<file path="src/hw/rtl/gmb_pkg.sv">
package gmb_pkg;

    localparam int MAX_VERTS_DEF = 64;
    localparam int MAX_TRIS_DEF  = 128;

    localparam int VTX_W     = 32;
    localparam int LOC_W     = 8;
    localparam int VCOUNT_W  = 9;
    localparam int TCOUNT_W  = 10;
    localparam int KIND_W    = 2;
    localparam int NUM_SLOTS = 6;

    localparam logic [KIND_W-1:0] KIND_VERTEX   = 2'd0;
    localparam logic [KIND_W-1:0] KIND_TRIANGLE = 2'd1;
    localparam logic [KIND_W-1:0] KIND_MESHLET  = 2'd2;

    typedef struct packed {
        logic [KIND_W-1:0]   kind;
        logic [VTX_W-1:0]    global_vertex;
        logic [LOC_W-1:0]    local_a;
        logic [LOC_W-1:0]    local_b;
        logic [LOC_W-1:0]    local_c;
        logic [VTX_W-1:0]    vertex_offset;
        logic [VTX_W-1:0]    triangle_offset;
        logic [VCOUNT_W-1:0] vertex_count;
        logic [TCOUNT_W-1:0] triangle_count;
    } result_t;

    // Fixed slot order: early close, new a, new b, new c, triangle, end close.
    typedef struct packed {
        result_t [NUM_SLOTS-1:0] slot;
        logic [NUM_SLOTS-1:0]    mask;
    } bundle_t;

endpackage

</file>
<file path="src/hw/rtl/gmb_result_queue.sv">
module gmb_result_queue (
    input  logic                 clk,
    input  logic                 rst_n,
    input  logic                 load,
    input  gmb_pkg::bundle_t     bundle,
    input  logic                 out_ready,
    output logic                 out_valid,
    output logic                 free,
    output gmb_pkg::result_t     res,
    output logic                 last
);

    gmb_pkg::result_t [gmb_pkg::NUM_SLOTS-1:0] slot_reg;
    logic [gmb_pkg::NUM_SLOTS-1:0]             mask_reg, mask_next;
    logic                                      pop;

    assign out_valid = mask_reg != '0;
    assign pop       = out_valid && out_ready;
    // Clearing the lowest set bit retires the item on display.
    assign mask_next = mask_reg & (mask_reg - gmb_pkg::NUM_SLOTS'(1));
    assign last      = mask_next == '0;
    assign free      = !out_valid || (pop && last);

    always_comb
    begin
        res = '0;
        for (int i = gmb_pkg::NUM_SLOTS - 1; i >= 0; i--)
        begin
            if (mask_reg[i])
            begin
                res = slot_reg[i];
            end
        end
    end

    always_ff @(posedge clk or negedge rst_n)
    begin
        if (!rst_n)
        begin
            mask_reg <= '0;
        end
        else if (load)
        begin
            mask_reg <= bundle.mask;
        end
        else if (pop)
        begin
            mask_reg <= mask_next;
        end
    end

    always_ff @(posedge clk)
    begin
        if (load)
        begin
            slot_reg <= bundle.slot;
        end
    end

endmodule
</file>
<file path="config.mk">
export PLATFORM = sky130hd
export DESIGN_NAME = gmb_result_queue
export DESIGN_NICKNAME = d
export VERILOG_FILES = /design/src/hw/rtl/gmb_pkg.sv /design/src/hw/rtl/gmb_result_queue.sv
export SDC_FILE = /design/constraint.sdc
export NUM_CORES = 1
export LEC_CHECK = 0
export BUFFER_PORTS_ARGS = -buffer_cell sky130_fd_sc_hd__buf_2
export CAP_MARGIN = 20
export CORE_AREA = 4 4 386 388
export CTS_CLUSTER_SIZE = 12
export DETAILED_ROUTE_END_ITERATION = 10
export DIE_AREA = 0 0 390 392
export PLACE_DENSITY = 0.5
export SLEW_MARGIN = 20
export SYNTH_ARGS = -nofsm -noshare
export SYNTH_HDL_FRONTEND = slang
export SYNTH_SLANG_ARGS = --single-unit
</file>
<file path="constraint.sdc">
create_clock -name clk -period 3.8 [get_ports clk]
set_clock_uncertainty 0.2 [all_clocks]
set_input_delay 0.76 -clock clk [delete_from_list [all_inputs] [get_ports clk]]
set_output_delay 0.76 -clock clk [all_outputs]
set_load 0.05 [all_outputs]
</file>
==> flow_metrics.tcl, run 1 <==
set metrics [dict create \
    status "completed" \
    drcViolationCount 0 \
    largest_reg_flops 846 \
    fin_crit_ns 3.791 \
    finalSetupTns_ns 0 \
    endpoint_kind "output port" \
    seqPwrFrac_pct 44.6 \
    finalNonFillerCells 5590 \
    place_inst 4598 \
    cp_max_fo 47 \
    clk_pin_slew_ns 0.06 \
    grt_max_degree 98 \
    drt_wl_total_um 144900 \
    clock-sinks 852 \
    dp_hpwl_um 98900 \
    drv_slew 0 \
    clock_insertion_delay_worst_skew_ns 0.70 \
    synth_seq_cells 852 \
    ys_seq_area_share_pct 80.96 \
    grt_first_pass_wirelength_um 196100 \
    cts_made_buffers 95 \
    drt-met1-wl_um 56720 \
    antenna_found_initial 41 \
    dieArea_mm2 0.1529 \
    synth_cell_type_count 30 \
    worst_slack_ns 0.008748 \
    worst_ep_required_time_ns 2.84 \
    start_util_pct 21.71 \
    first_global_vias 26690 \
    power.switching_mw 7.326 \
    post-route-period-util_pct 99.77 \
    final_hold_viol_count 0 \
    hold_path.startpoint "bundle[402]" \
    synthTopCellsByArea "edfxtp_1 80%, a221o_1 2.9%, o22ai_1 2.8%, a221oi_1 2.6%, a221oi_2 2.2%" \
    power_frac_comb_pct 20.3 \
    synth_largest_area_cell "edfxtp_1" \
    r2r_start "mask_reg[3]" \
    drt.antenna.violating_nets 0 \
    io_buffers 999 \
    max_freq_mhz 263.8 \
    drive_above_1_share_pct 37.71 \
    p_sw_share_pct 28.33 \
    syn_area_mm2 0.03156 \
    cts_root_buffer "clkbuf_16" \
    pwr_density_cell_mw_per_mm2 496.9 \
    gp_congestion 0.8584 \
    finalSetupViolations 0 \
    layout_common_cells "907 x buf_2, 846 x edfxtp_1, 769 x dlygate4sd3_1" \
    p_leak_nw 19.66 \
    die_y_um 392 \
    hold_slack_ns 0.07360 \
    netlist.area_leader.share_pct 80.49 \
    dr.pass1.iters 5 \
    intPower_mw 18.54 \
    io_pins 1000 \
    ir_worst_vdd_mv 0.3478 \
    dr_total_vias 25340 \
    crit_arrival_ns 2.83 \
    rsz0062_at_grt "yes" \
    grt-ovfl-total 0 \
    pre_cts_ws_ns 0.3882 \
    syn_area_per_cell_um2 18.13 \
    tightest_slew_ns 0.8472 \
    coreArea_mm2 0.1454 \
    routed_via_density 4.532 \
    clock_power_share_pct 35.0 \
    grt_use_total_pct 17.95 \
    hold_path.class "input pin to register" \
    fin_nets 4434 \
    drt-wirelength-per-cell_um 25.93 \
    critical_path_class "register to output port" \
    htree_levels 3 \
    startpoint "mask_reg[2]" \
    dieWidth_um 390 \
    areaGrowthSynthToFinish_pct 64.90 \
    layout_commonest_cell "buf_2" \
    yosys_warnings 0 \
    first_iter_violations 2213 \
    routed.top_layer "met5" \
    startpoint_type "register" \
    synth_cells 1741 \
    dr_wl_met2_um 70790 \
    row_count 140 \
    cts_buffer_depth 3 \
    maxSlewHeadroom_pct 43.52 \
    cap_violations 0 \
    cts_tree "built" \
    postSynthNetCount 2597 \
    routed-wl-met3_um 11410 \
]
[power by group through the flow]
| stage | clock [mW] | combinational, mW | sequential, mW |
|---|---|---|---|
| finish | 9.06 | 5.26 | 11.5 |
| global route | 9.68 | 5.49 | 11.6 |
| CTS | 9.28 | 5.19 | 11.5 |
| detailed placement | 0 | 4.23 | 11.7 |
| global placement | 0 | 4.22 | 11.7 |
| floorplan | 0 | 2.09 | 11.5 |
[final cells by class]
| cell class | instances | area, µm² |
|---|---|---|
| fillers | 13880 | 93340 |
| flip-flops and latches | 852 | 25570 |
| inverters | 3 | 18.77 |
| clock buffers | 121 | 2515 |
| repair buffers | 1875 | 15030 |
| well taps | 1917 | 2399 |
| multi-input cells | 751 | 5951 |
| diodes | 27 | 67.56 |
| clock inverters | 44 | 491.7 |
[what timing repair did]
| action | CTS | global route |
|---|---|---|
| hold buffers | 769 | 0 |
| gates cloned | 8 | 2 |
| setup buffers | 17 | 6 |
| endpoints found under the setup margin | 112 | 88 |
| hold endpoints to repair | 774 | 0 |
| gates resized for setup | 116 | 66 |
| pin swaps | 4 | 3 |
[per-stage QoR]
step | total power [mW] | area [µm²] | util [%]
3_5_place_dp | 15.93 | 40130 | 27.60
3_3_place_gp | 15.91 | 40130 | 27.60
6_report | 25.86 | 52050 | 35.80
5_1_grt | 26.75 | 52010 | 35.77
4_1_cts | 25.99 | 51610 | 35.50
2_1_floorplan | 13.62 | 31560 | -
[worst max-delay path, stage by stage (launching register included)]
cell and delay [ns]:
dfrtp_2 0.49, buf_4 0.19, or2_2 0.30, buf_12 0.19, a221oi_1 0.30, o21ai_0 0.13
and2_1 0.25, buf_12 0.17
[layer usage]
metal	up-vias	GRT usage, %
li1	11060	-
met1	12620	22.05
met2	1369	30.63
met3	272	4.142
met4	16	6.990
met5	-	0
[cells in the mapped netlist, drive strengths merged]
library cell    n
edfxtp        846
a221oi        140
o22ai         139
o21ai         103
nor3           94
a221o          92
clkbuf         80
buf            60
nand2          59
a22oi          48
and2           47
dfrtp           6
nor2            5
inv             3
maj3            3
nand2b          3
or2             3
o221ai          2
o31ai           2
a211o           1
a211oi          1
nor2b           1
nor3b           1
o32ai           1
or3             1
[kinds of logic (layout without fill, tap and decap cells)]
kind of cell	after synthesis	count (layout)	share of synthesized area, %
other cells	0	27	0
simple gates	214	219	3.366
buf+inv	143	2043	2.129
compound gates	529	529	13.45
fa+ha+maj	3	3	0.09514
flops	852	852	80.96
[worst paths after layout]
| kind | cells past startpoint | slack [ns] | endpoint |
|---|---|---|---|
| worst min register to register | 2 | 0.47 | mask_reg[5] |
| min in group asynchronous | 2 | 0.26 | mask_reg[4] |
| worst min-delay path | 1 | 0.07 | slot_reg[396] |
| worst max-delay path | 7 | 0.009 | res[39] |
| max in group asynchronous | 2 | 2.96 | mask_reg[2] |
| worst max register to register | 5 | 1.87 | mask_reg[5] |
Note: power is estimated with default switching activity, not from simulation.
==> run 2, diff against run 1 <==
--- a/config.mk
+++ b/config.mk
@@ -11,6 +11,7 @@
 export CTS_CLUSTER_SIZE = 12
 export DETAILED_ROUTE_END_ITERATION = 10
 export DIE_AREA = 0 0 390 392
+export MAX_ROUTING_LAYER = met4
 export PLACE_DENSITY = 0.5
 export SLEW_MARGIN = 20
 export SYNTH_ARGS = -nofsm -noshare
==> flow_metrics.tcl, run 2 (synthesis gave the netlist of run 1 again) <==
set metrics [dict create \
    die_y_um 392 \
    coreArea_mm2 0.1454 \
    post-route-period-util_pct 99.60 \
    power_frac_comb_pct 20.3 \
    clock_insertion_delay_worst_skew_ns 0.69 \
    antenna_found_initial 40 \
    critPathMaxStageDelay_ns 0.49 \
    dr.pass1.iters 5 \
    p_sw_share_pct 28.34 \
    layout_commonest_cell "buf_2" \
    power_mw 25.86 \
    worst_slack_ns 0.01511 \
    clock-sinks 852 \
    place_inst 4598 \
    dieArea_mm2 0.1529 \
    status "completed" \
    cp_max_fo 47 \
    grt_first_pass_wirelength_um 196200 \
    path_buf_inv 3 \
    pre_cts_ws_ns 0.3882 \
    drcViolationCount 0 \
    fin_nets 4434 \
    critical_path_class "register to output port" \
    finalSetupViolations 0 \
    dp_hpwl_um 98900 \
    seqPwrFrac_pct 44.6 \
    finalNonFillerCells 5598 \
    worst_ep_required_time_ns 2.84 \
    cts_root_buffer "clkbuf_16" \
    intPower_mw 18.53 \
    routed_via_density 4.527 \
    crit_top_cell "buf_12" \
    cts_made_buffers 95 \
    crit_chain "buf_4 > or2_2 > buf_12 > a221oi_1 > o21ai_0 > and2_1 > buf_12" \
    drt_wl_total_um 144700 \
    gp_congestion 0.8720 \
    io_buffers 999 \
    tightest_slew_ns 0.8376 \
    finalSetupTns_ns 0 \
    multiInputGateArea_mm2 0.005941 \
    pwr_density_cell_mw_per_mm2 496.9 \
    dieWidth_um 390 \
    crit_family "buffers and inverters" \
    grt_max_degree 98 \
    cts_tree "built" \
    power.switching_mw 7.330 \
    drt.antenna.violating_nets 0 \
    first_global_vias 26660 \
    io_pins 1000 \
    crit_arrival_ns 2.82 \
    slowest_stage "dfrtp_2" \
    first_iter_violations 2263 \
    drt-wirelength-per-cell_um 25.86 \
    htree_levels 3 \
    clock_power_share_pct 35.1 \
    n_fill_cell 13880 \
    max_freq_mhz 264.2 \
    areaGrowthSynthToFinish_pct 64.88 \
    cts_buffer_depth 3 \
    final_hold_viol_count 0 \
    startpoint_type "register" \
    hold_path.class "input pin to register" \
    largest_reg_flops 846 \
    layout_common_cells "907 x buf_2, 846 x edfxtp_1, 769 x dlygate4sd3_1" \
    maxSlewHeadroom_pct 44.16 \
    endpoint_kind "output port" \
    grt_use_total_pct 18.49 \
    ff_latch_area_mm2 0.02557 \
    clk_pin_slew_ns 0.06 \
    drive_above_1_share_pct 37.66 \
    fin_crit_ns 3.785 \
    dr_total_vias 25340 \
    ir_worst_vdd_mv 0.3488 \
    drv_slew 0 \
    grt-ovfl-total 0 \
    row_count 140 \
    p_leak_nw 19.65 \
    cap_violations 0 \
    rsz0062_at_grt "yes" \
    start_util_pct 21.71 \
]
## run 2: worst reg2reg max path: cells and delay by family, from the launching register on
family                 cells  cell delay (ns)
AND/OR/NAND/NOR            1             0.46
flip-flops                 1             0.51
buffers and inverters      2             0.33
AO/OA/AOI/OAI              2             0.28
## run 2: power groups by stage
stage,logic [mW],clock network (mW),registers [mW]
3_5_place_dp,4.23,0,11.7
6_report,5.26,9.07,11.5
3_3_place_gp,4.22,0,11.7
4_1_cts,5.19,9.28,11.5
2_1_floorplan,2.09,0,11.5
5_1_grt,5.48,9.68,11.6
## run 2: metal layers
layer,vias up,track usage (%),share of wire [%]
met5,-,-,0
met2,1316,31.05,50
met4,0,6.147,3.4
met3,243,3.749,7.1
met1,12710,22.30,40
li1,11070,-,-
## run 2: area by class of cell
type / count / area share, %
sequential: 852 / 49.13
timing repair buffer: 1875 / 28.86
multi-input combinational: 751 / 11.42
clock buffer: 121 / 4.833
tap: 1917 / 4.609
clock inverter: 44 / 0.9449
antenna: 35 / 0.1683
inverter: 3 / 0.03606
## run 2: metrics by stage
| step | cell area (µm²) | hold WS [ns] | util (%) |
|---|---|---|---|
| after global routing | 52030 | 0.02446 | 35.78 |
| after detailed placement | 40130 | 0.4061 | 27.60 |
| final | 52040 | 0.07485 | 35.79 |
| after CTS | 51610 | 0.00001849 | 35.50 |
| after global placement | 40130 | 0.4051 | 27.60 |
| after floorplan | 31560 | 0.2644 | - |
## run 2: worst paths after layout
kind | start | end | slack [ns] | cells after the start
max | mask_reg[2] | res[81] | 0.02 | 7
min | bundle[402] | slot_reg[396] | 0.07 | 1
max reg2reg | mask_reg[3] | mask_reg[5] | 1.89 | 5
min reg2reg | mask_reg[5] | mask_reg[5] | 0.47 | 2
max in group asynchronous | rst_n | mask_reg[2] | 2.94 | 2
min in group asynchronous | rst_n | mask_reg[4] | 0.27 | 2
## run 2: timing repair
item                       4_1_cts  5_1_grt
resized for setup              116       58
pin swaps                        4        2
hold endpoints to repair       774        0
setup endpoints to repair      112       88
buffers inserted                17        6
hold buffers                   769        0
cloned                           8        2
