[src/hw/rtl/gmb_pkg.sv]
package gmb_pkg;

    localparam int MAX_VERTS_DEF = 64;
    localparam int MAX_TRIS_DEF  = 128;

    localparam int VTX_W     = 32;
    localparam int LOC_W     = 8;
    localparam int VCOUNT_W  = 9;
    localparam int TCOUNT_W  = 10;
    localparam int KIND_W    = 2;
    localparam int NUM_SLOTS = 6;

    localparam logic [KIND_W-1:0] KIND_VERTEX   = 2'd0;
    localparam logic [KIND_W-1:0] KIND_TRIANGLE = 2'd1;
    localparam logic [KIND_W-1:0] KIND_MESHLET  = 2'd2;

    typedef struct packed {
        logic [KIND_W-1:0]   kind;
        logic [VTX_W-1:0]    global_vertex;
        logic [LOC_W-1:0]    local_a;
        logic [LOC_W-1:0]    local_b;
        logic [LOC_W-1:0]    local_c;
        logic [VTX_W-1:0]    vertex_offset;
        logic [VTX_W-1:0]    triangle_offset;
        logic [VCOUNT_W-1:0] vertex_count;
        logic [TCOUNT_W-1:0] triangle_count;
    } result_t;

    // Fixed slot order: early close, new a, new b, new c, triangle, end close.
    typedef struct packed {
        result_t [NUM_SLOTS-1:0] slot;
        logic [NUM_SLOTS-1:0]    mask;
    } bundle_t;

endpackage

[src/hw/rtl/gmb_step_ctrl.sv]
module gmb_step_ctrl #(
    parameter int MAX_VERTS = gmb_pkg::MAX_VERTS_DEF,
    parameter int MAX_TRIS  = gmb_pkg::MAX_TRIS_DEF,
    parameter int IDX_W     = $clog2(MAX_VERTS),
    parameter int VCW       = $clog2(MAX_VERTS + 1),
    parameter int TCW       = $clog2(MAX_TRIS + 1)
) (
    input  logic                            clk,
    input  logic                            rst_n,
    input  logic                            take,
    input  logic [2:0][gmb_pkg::VTX_W-1:0]  vertices,
    input  logic                            end_of_part,
    input  logic                            start_of_mesh,
    input  logic [2:0]                      hit,
    input  logic [2:0][IDX_W-1:0]           hit_idx,
    output logic [VCW-1:0]                  cam_count,
    output logic [2:0]                      wr_en,
    output logic [2:0][IDX_W-1:0]           wr_idx,
    output gmb_pkg::bundle_t                bundle
);

    logic [VCW-1:0] vcnt_reg, vcnt_next;
    logic [TCW-1:0] tcnt_reg, tcnt_next;
    logic [31:0]    vlen_reg, vlen_next;
    logic [31:0]    tlen_reg, tlen_next;

    logic [VCW-1:0]   c_eff, base, vc_after;
    logic [TCW-1:0]   t_eff, tc_after;
    logic [31:0]      vlen_eff, tlen_eff, vlen_after, tlen_after;
    logic [VCW:0]     new_n, demand;
    logic             close_pre;
    logic [2:0]       h, ins;
    logic             dup_ba, dup_ca, dup_cb;
    logic [IDX_W-1:0] loc_a, loc_b, loc_c;
    logic [VCW-1:0]   pos_b, pos_c;

    function automatic gmb_pkg::result_t meshlet_rec(
        input logic [31:0] vlen,
        input logic [31:0] tlen,
        input logic [31:0] vc,
        input logic [31:0] tc
    );
        gmb_pkg::result_t r;
        r                 = '0;
        r.kind            = gmb_pkg::KIND_MESHLET;
        r.vertex_offset   = vlen - vc;
        r.triangle_offset = tlen - ((tc << 1) + tc);
        r.vertex_count    = vc[gmb_pkg::VCOUNT_W-1:0];
        r.triangle_count  = tc[gmb_pkg::TCOUNT_W-1:0];
        return r;
    endfunction

    function automatic gmb_pkg::result_t vertex_rec(input logic [gmb_pkg::VTX_W-1:0] v);
        gmb_pkg::result_t r;
        r               = '0;
        r.kind          = gmb_pkg::KIND_VERTEX;
        r.global_vertex = v;
        return r;
    endfunction

    assign c_eff     = start_of_mesh ? '0 : vcnt_reg;
    assign t_eff     = start_of_mesh ? '0 : tcnt_reg;
    assign vlen_eff  = start_of_mesh ? '0 : vlen_reg;
    assign tlen_eff  = start_of_mesh ? '0 : tlen_reg;
    assign cam_count = c_eff;

    // Every store miss counts as new here, repeats within the triangle included.
    assign new_n  = (VCW+1)'(!hit[0]) + (VCW+1)'(!hit[1]) + (VCW+1)'(!hit[2]);
    assign demand = {1'b0, c_eff} + new_n;

    assign close_pre = (t_eff != '0) &&
                       ((t_eff >= TCW'(MAX_TRIS)) || (demand > (VCW+1)'(MAX_VERTS)));

    // A close empties the store, so nothing found there still counts.
    assign base = close_pre ? '0 : c_eff;
    assign h    = close_pre ? 3'b000 : hit;

    assign dup_ba = vertices[1] == vertices[0];
    assign dup_ca = vertices[2] == vertices[0];
    assign dup_cb = vertices[2] == vertices[1];

    assign ins[0] = !h[0];
    assign ins[1] = !h[1] && !dup_ba;
    assign ins[2] = !h[2] && !dup_ca && !dup_cb;

    assign pos_b = base + VCW'(ins[0]);
    assign pos_c = pos_b + VCW'(ins[1]);

    assign loc_a = h[0] ? hit_idx[0] : base[IDX_W-1:0];
    assign loc_b = h[1] ? hit_idx[1] : (dup_ba ? loc_a : pos_b[IDX_W-1:0]);
    assign loc_c = h[2] ? hit_idx[2] :
                   (dup_ca ? loc_a : (dup_cb ? loc_b : pos_c[IDX_W-1:0]));

    assign wr_en     = take ? ins : 3'b000;
    assign wr_idx[0] = base[IDX_W-1:0];
    assign wr_idx[1] = pos_b[IDX_W-1:0];
    assign wr_idx[2] = pos_c[IDX_W-1:0];

    assign vc_after   = pos_c + VCW'(ins[2]);
    assign tc_after   = (close_pre ? '0 : t_eff) + TCW'(1);
    assign vlen_after = vlen_eff + 32'(ins[0]) + 32'(ins[1]) + 32'(ins[2]);
    assign tlen_after = tlen_eff + 32'd3;

    always_comb
    begin
        bundle = '0;
        bundle.slot[0] = meshlet_rec(vlen_eff, tlen_eff, 32'(c_eff), 32'(t_eff));
        bundle.slot[1] = vertex_rec(vertices[0]);
        bundle.slot[2] = vertex_rec(vertices[1]);
        bundle.slot[3] = vertex_rec(vertices[2]);
        bundle.slot[4].kind    = gmb_pkg::KIND_TRIANGLE;
        bundle.slot[4].local_a = gmb_pkg::LOC_W'(loc_a);
        bundle.slot[4].local_b = gmb_pkg::LOC_W'(loc_b);
        bundle.slot[4].local_c = gmb_pkg::LOC_W'(loc_c);
        bundle.slot[5] = meshlet_rec(vlen_after, tlen_after, 32'(vc_after), 32'(tc_after));
        bundle.mask    = {end_of_part, 1'b1, ins, close_pre};
    end

    assign vcnt_next = end_of_part ? '0 : vc_after;
    assign tcnt_next = end_of_part ? '0 : tc_after;
    assign vlen_next = vlen_after;
    assign tlen_next = tlen_after;

    always_ff @(posedge clk or negedge rst_n)
    begin
        if (!rst_n)
        begin
            vcnt_reg <= '0;
            tcnt_reg <= '0;
            vlen_reg <= '0;
            tlen_reg <= '0;
        end
        else if (take)
        begin
            vcnt_reg <= vcnt_next;
            tcnt_reg <= tcnt_next;
            vlen_reg <= vlen_next;
            tlen_reg <= tlen_next;
        end
    end

endmodule

[config.mk]
export PLATFORM = sky130hd
export DESIGN_NAME = gmb_step_ctrl
export DESIGN_NICKNAME = d
export VERILOG_FILES = /design/src/hw/rtl/gmb_pkg.sv /design/src/hw/rtl/gmb_step_ctrl.sv
export SDC_FILE = /design/constraint.sdc
export NUM_CORES = 1
export LEC_CHECK = 0
export BUFFER_PORTS_ARGS = -buffer_cell sky130_fd_sc_hd__buf_2
export CELL_PAD_IN_SITES_DETAIL_PLACEMENT = 1
export CELL_PAD_IN_SITES_GLOBAL_PLACEMENT = 1
export CORE_AREA = 10 10 382 384
export DETAILED_ROUTE_END_ITERATION = 7
export DIE_AREA = 0 0 392 394
export MAX_ROUTING_LAYER = met4
export PLACE_DENSITY_LB_ADDON = 0.1
export SYNTH_ARGS = -nofsm -noshare
export SYNTH_HDL_FRONTEND = slang
export SYNTH_SLANG_ARGS = --single-unit
[constraint.sdc]
create_clock -name clk -period 14.8 [get_ports clk]
set_clock_uncertainty 0.15 [all_clocks]
set_input_delay 1.48 -clock clk [delete_from_list [all_inputs] [get_ports clk]]
set_output_delay 1.48 -clock clk [all_outputs]
set_load 0.05 [all_outputs]
==> impl_metrics.tcl, run 1 <==
set metrics [dict create \
    start_kind "input pin" \
    slew_headroom 0.319 \
    cap_violations 0 \
    synth_fa_ha_area_frac 0.0653 \
    synthArstFlopShare 1.00 \
    netlist_instances 2190 \
    tightest_slew_ns 1.01 \
    ys_ff_latch 79 \
    max_stage_delay_ns 0.71 \
    reg2reg_slack_ns 7.58 \
    grt_pass1_vias 15700 \
    layout-drive-gt1-share 0.213 \
    synthMuxAreaShare 0.0396 \
    yosysUniqueCellTypes 82 \
    syn_area_um2 16500 \
    power_leakage_uw 0.00888 \
    critPathCaptureType "output pin" \
    grt_pass1_wl_mm 124 \
    slew_viol_final 0 \
    p_comb_frac 0.809 \
    core_um2 139000 \
    htree_levels 3 \
    ant_nets 0 \
    netlist.area_leader.share 0.310 \
    pwr_density_cell_nw_per_um2 159 \
    p_clk_frac 0.102 \
    synthSimpleGateAreaFrac 0.197 \
    swShare 0.704 \
    antenna_found_initial 17 \
    floorplan.initialDensity 0.119 \
    ctsResizeCount 0 \
    postSynthAreaPerCell_um2 7.53 \
    ys_warn_count 0 \
    ys_seq_area_frac 0.120 \
    ioPinCount 1002 \
    crit_top_cell "ha_1" \
    dr_total_vias 14200 \
    grt_max_degree 53 \
    cts_root_buf "clkbuf_16" \
    gp_congestion 0.780 \
    cts-buffers-inserted 9 \
    portBuffers 426 \
    slowest_stage "or4_1" \
    synth_flop_cell "dfrtp_1" \
    drc 0 \
    synth_top_family_by_area "buffers and inverters" \
    post-route-period-util 0.797 \
    max_freq_mhz 84.8 \
    min_path_type "reg2reg" \
    crit_path_max_fanout 28 \
    intPower_uw 853 \
    drt_iter0_markers 486 \
    cts_tree "built" \
    critPathRequiredTime_ns 13.17 \
    period_needed_ns 11.79 \
    clock-sinks 79 \
    setup_tns_ns 0 \
    rows 137 \
    synth_area_leaders "buf_4 (31%), dfrtp_1 (12%), xnor2_1 (6.0%)" \
    area_delta_synth_final_pct 9.90 \
    pwr-share-seq 0.090 \
    synth_compound_area_frac 0.103 \
    synth_xor_area_frac 0.121 \
    synth.most_common_cell "buf_4" \
    synthTopCellsByCount "buf_4 (680), nor2_1 (158), nand2_1 (127)" \
    dr.pass1.iters 5 \
    clockBufferDepth 2 \
    die_y_um 394 \
    crit_arrival_ns 10.16 \
    setup_viol 0 \
    insertion_delay_ns 0.39 \
    dieArea_um2 154000 \
    wl_per_cell_um 21.0 \
    fill_cells 17000 \
    status "complete, no violations" \
    hold_violations 0 \
    path_class "in2out" \
    rsz0062_at_grt "false" \
    dp_hpwl_mm 79.0 \
    fp.dieW_um 392 \
    overflow 0 \
    wl_mm 90.1 \
    drt-vias-per-instance 3.33 \
    grt_usage 0.113 \
    ir_worst_vdd_mv 0.0860 \
    synth-edff-count 0 \
    cts_hold_buffers 0 \
    clk_pin_slew_worst_paths_ns 0.08 \
    finalNetCount 2657 \
    hold_ws_ns 0.362 \
    switchingPower_uw 2030 \
    post_cts_buffers 0 \
    synth_largest_area_cell "buf_4" \
]
==> metrics by stage <==
stage          power [uW]  cell area, um^2  setup slack, ns  instances   util
5_1_grt              3070            18100             2.28       4280  0.131
6_report             2880            18100             3.01       4283  0.131
2_1_floorplan        2120            18600             1.62       2763      -
3_5_place_dp         2650            17700             2.89       4257  0.128
3_3_place_gp         2650            17700             2.99       4257  0.128
4_1_cts              2960            18100             2.87       4272  0.131
==> cells by family after synthesis <==
group | count (synthesis)
AND/OR/NAND/NOR | 620
adder cells (fa/ha/maj) | 74
buffers and inverters | 867
AO/OA/AOI/OAI | 265
flip-flops | 79
multiplexers | 60
other | 2
XOR/XNOR | 223
==> metal layers <==
metal	GRT usage	wire length, um	part of all wire	vias up
met5	-	0	0	-
met4	0.0195	1130	0.013	0
met3	0.0214	5220	0.058	43
met2	0.200	45400	0.50	536
met1	0.132	38300	0.43	7031
li1	-	-	-	6639
==> layout by cell type (no fill, tap or decap), types with 7 or more instances in the layout <==
cell type  count
buf_4         19
ha_1          54
a21oi_1       55
nor2b_1       32
o311ai_0      10
and3_1        14
o21a_1        16
mux2_2        42
clkbuf_16      9
nor3_1        52
nand2_1      127
o32ai_1        7
mux2i_1       18
nand2b_1      20
o21bai_1       8
nor3b_1        7
nor2_1       158
nor4_1        40
inv_1        111
nand3b_1      12
or4_1          7
conb_1       575
nand3_1       45
or3_1         13
a31oi_1       12
buf_2        423
dfrtp_1       79
o22ai_1       29
fa_1          20
xnor2_1      113
xor2_1       107
o21ai_0       70
nand4_1       32
a21boi_0       7
o31ai_1       11
diode_2       11
and2_1        12
==> path summary, 6_finish.rpt <==
check / cells past startpoint / end / start
worst max-delay path: 28 / bundle[791] / start_of_mesh
worst min-delay path: 1 / tlen_reg[9] / tlen_reg[9]
worst max register to register: 23 / vlen_reg[30] / vcnt_reg[0]
worst min register to register: 1 / tlen_reg[9] / tlen_reg[9]
max in group asynchronous: 2 / tcnt_reg[5] / rst_n
min in group asynchronous: 1 / vlen_reg[22] / rst_n
==> worst max-delay path, delay by kind of cell <==
family	cells	cell delay (ns)
buffers and inverters	4	0.82
AOI/OAI and AO/OA	3	1.01
adders and majority gates	6	2.23
xor gates and xnor gates	4	0.86
and+or+nand+nor	11	3.72
==> power groups by stage <==
stage               clock network, uW  registers (uW)  logic (uW)
finish                            292             258        2330
global route                      316             262        2490
CTS                               314             259        2390
detailed placement                  0             263        2380
global placement                    0             262        2390
floorplan                           0             247        1870
==> layout make-up <==
| cell class | count | area (um^2) | area share |
|---|---|---|---|
| multi-input combinational | 1817 | 10800 | 0.598 |
| tap | 1807 | 2260 | 0.125 |
| timing repair buffer | 442 | 2260 | 0.125 |
| sequential | 79 | 1980 | 0.109 |
| inverter | 112 | 420 | 0.0232 |
| clock buffer | 10 | 239 | 0.0132 |
| clock inverter | 5 | 106 | 0.00587 |
| antenna | 11 | 27.5 | 0.00152 |
Note: power is estimated with default switching activity, not from simulation.
==> run 2: changes to the inputs <==
Settings changed: ABC_AREA set to 1, CORE_AREA 10 10 382 384 to 10 10 379 381, DIE_AREA 0 0 392 394 to 0 0 389 391.
Clock period 14.8 ns to 10.75 ns, I/O delays scaled along.
==> impl_metrics.tcl, run 2 <==
set metrics [dict create \
    status "complete, no violations" \
    dr.pass1.iters 4 \
    slowest_stage "fa_1" \
    post-route-period-util 0.877 \
    dr_total_vias 14500 \
    overflow 0 \
    grt_pass1_wl_mm 126 \
    min_path_type "reg2reg" \
    tightest_slew_ns 1.03 \
    post_cts_buffers 0 \
    synth_flop_cell "dfrtp_1" \
    clock-sinks 79 \
    antenna_found_initial 14 \
    rr_startpoint "vcnt_reg[0]" \
    worst-r2r-cell-count 30 \
    r2r_end "vlen_reg[25]" \
    wl_mm 90.8 \
    synth_largest_area_cell "buf_4" \
    clk_pin_slew_worst_paths_ns 0.08 \
    clockBufferDepth 2 \
    area_delta_synth_final_pct 10.4 \
    path_class "in2out" \
    layout_common_cells "conb_1 (575), nand2_1 (429), buf_2 (423)" \
    ioPinCount 1002 \
    die_y_um 391 \
    htree_levels 3 \
    hp-start "vlen_reg[26]" \
    slew_viol_final 0 \
    max_stage_delay_ns 0.51 \
    cap_violations 0 \
    cts_tree "built" \
    crit_path_max_fanout 19 \
    grt_usage 0.117 \
    hold_violations 0 \
    grt_pass1_vias 16500 \
    fp.dieW_um 389 \
    ant_nets 0 \
    insertion_delay_ns 0.38 \
    setup_viol 0 \
    start_kind "input pin" \
    postSynthAreaPerCell_um2 6.77 \
    multi_input_area_um2 10700 \
    synth.most_common_cell "buf_4" \
    ctsResizeCount 0 \
    cts_root_buf "clkbuf_16" \
    max_freq_mhz 106 \
    ir_worst_vdd_mv 0.128 \
    portBuffers 426 \
    floorplan.initialDensity 0.124 \
    holdPathStages 2 \
    grt_max_degree 50 \
    synth_area_leaders "buf_4 (30%), dfrtp_1 (12%), nand2_1 (9.5%)" \
    dp_slack_ns 1.05 \
    layout-drive-gt1-share 0.217 \
    stdcell_area_um2 18700 \
    drc 0 \
    rsz0062_at_grt "false" \
    syn_area_um2 16900 \
    final_common_cell "conb_1" \
    ys_warn_count 0 \
    synthArstFlopShare 1.00 \
    rows 136 \
    netlist_instances 2498 \
    place_area_um2 18300 \
    wl_per_cell_um 19.7 \
    cts-buffers-inserted 9 \
    synthTopCellsByCount "buf_4 (683), nand2_1 (429), inv_1 (279)" \
    finalPower_uw 3710 \
    critPathCaptureType "output pin" \
    power_leakage_uw 0.00997 \
    final.setup.worst_slack_ns 1.32 \
    dieArea_um2 152000 \
    drt-vias-per-instance 3.14 \
    drt_iter0_markers 438 \
    ys_ff_latch 79 \
    reg2reg_slack_ns 4.50 \
    seqCellArea_um2 1980 \
    crit_arrival_ns 8.20 \
    synth-edff-count 0 \
    netlist.area_leader.share 0.303 \
    core_um2 136000 \
    dp_hpwl_mm 81.8 \
    min_to "vlen_reg[26]" \
    critPathRequiredTime_ns 9.53 \
    finalNetCount 3011 \
    cts_hold_buffers 0 \
    yosysUniqueCellTypes 57 \
    gp_congestion 0.771 \
    ys_seq_area_frac 0.117 \
    pwr_density_cell_nw_per_um2 198 \
    slew_headroom 0.312 \
    period_needed_ns 9.43 \
    fill_cells 17000 \
    setup_tns_ns 0 \
]
==> run 2: cell types whose count changed after synthesis, sizes merged, moves of 27 or more <==
cell	previous run	this run
nand2	127	452
mux2	42	0
clkbuf	49	16
nor4	44	16
inv	112	302
nand3	45	105
nor2	158	264
nor2b	32	0
xnor2	115	88
==> run 2: layout make-up <==
cell class | instances | share of cell area
timing repair buffer | 441 | 0.121
clock buffer | 11 | 0.0135
antenna | 6 | 0.000804
sequential | 79 | 0.106
tap | 1794 | 0.120
multi-input combinational | 1981 | 0.573
clock inverter | 5 | 0.00429
inverter | 303 | 0.0612
==> run 2: worst max-delay path: cells and delay by family <==
| kind | cells | cell delay [ns] |
|---|---|---|
| adders and majority gates | 6 | 2.23 |
| AOI/OAI and AO/OA | 6 | 1.50 |
| buffers and inverters | 7 | 0.82 |
| and+or+nand+nor | 17 | 2.52 |
==> run 2: kinds of logic (layout without fill, tap and decap cells) <==
group | count (synthesis) | count (layout) | share of synthesized area
and+or+nand+nor | 948 | 948 | 0.265
buffers and inverters | 1011 | 760 | 0.380
xor gates and xnor gates | 220 | 220 | 0.122
DFF | 79 | 79 | 0.117
other | 2 | 581 | 0.000444
adders and majority gates | 74 | 74 | 0.0636
AOI/OAI and AO/OA | 164 | 164 | 0.0524
==> run 2: worst max path at each step <==
stage | startpoint | to | cells past startpoint
floorplan | start_of_mesh | bundle[779] | 40
detailed placement | start_of_mesh | bundle[746] | 36
CTS | start_of_mesh | bundle[746] | 36
finish | start_of_mesh | bundle[746] | 36
global placement | start_of_mesh | bundle[746] | 36
global route | start_of_mesh | bundle[746] | 35
==> run 2: power breakdown <==
part           switching [uW]  total (uW)  internal (uW)
Combinational            2490        3020            529
Sequential               4.85         311            306
Clock                     162         378            216
==> run 2: metal layers <==
| layer | track usage | part of all wire |
|---|---|---|
| met1 | 0.136 | 0.43 |
| met2 | 0.205 | 0.50 |
| met3 | 0.0263 | 0.056 |
| met4 | 0.0225 | 0.015 |
| met5 | - | 0 |
==> run 2: metrics by stage <==
step                      cells  hold slack [ns]   util
after floorplan            3071            0.303      -
after CTS                  4614            0.348  0.137
after global routing       4619            0.369  0.137
final                      4620            0.340  0.137
after detailed placement   4598            0.329  0.135
after global placement     4598            0.323  0.135
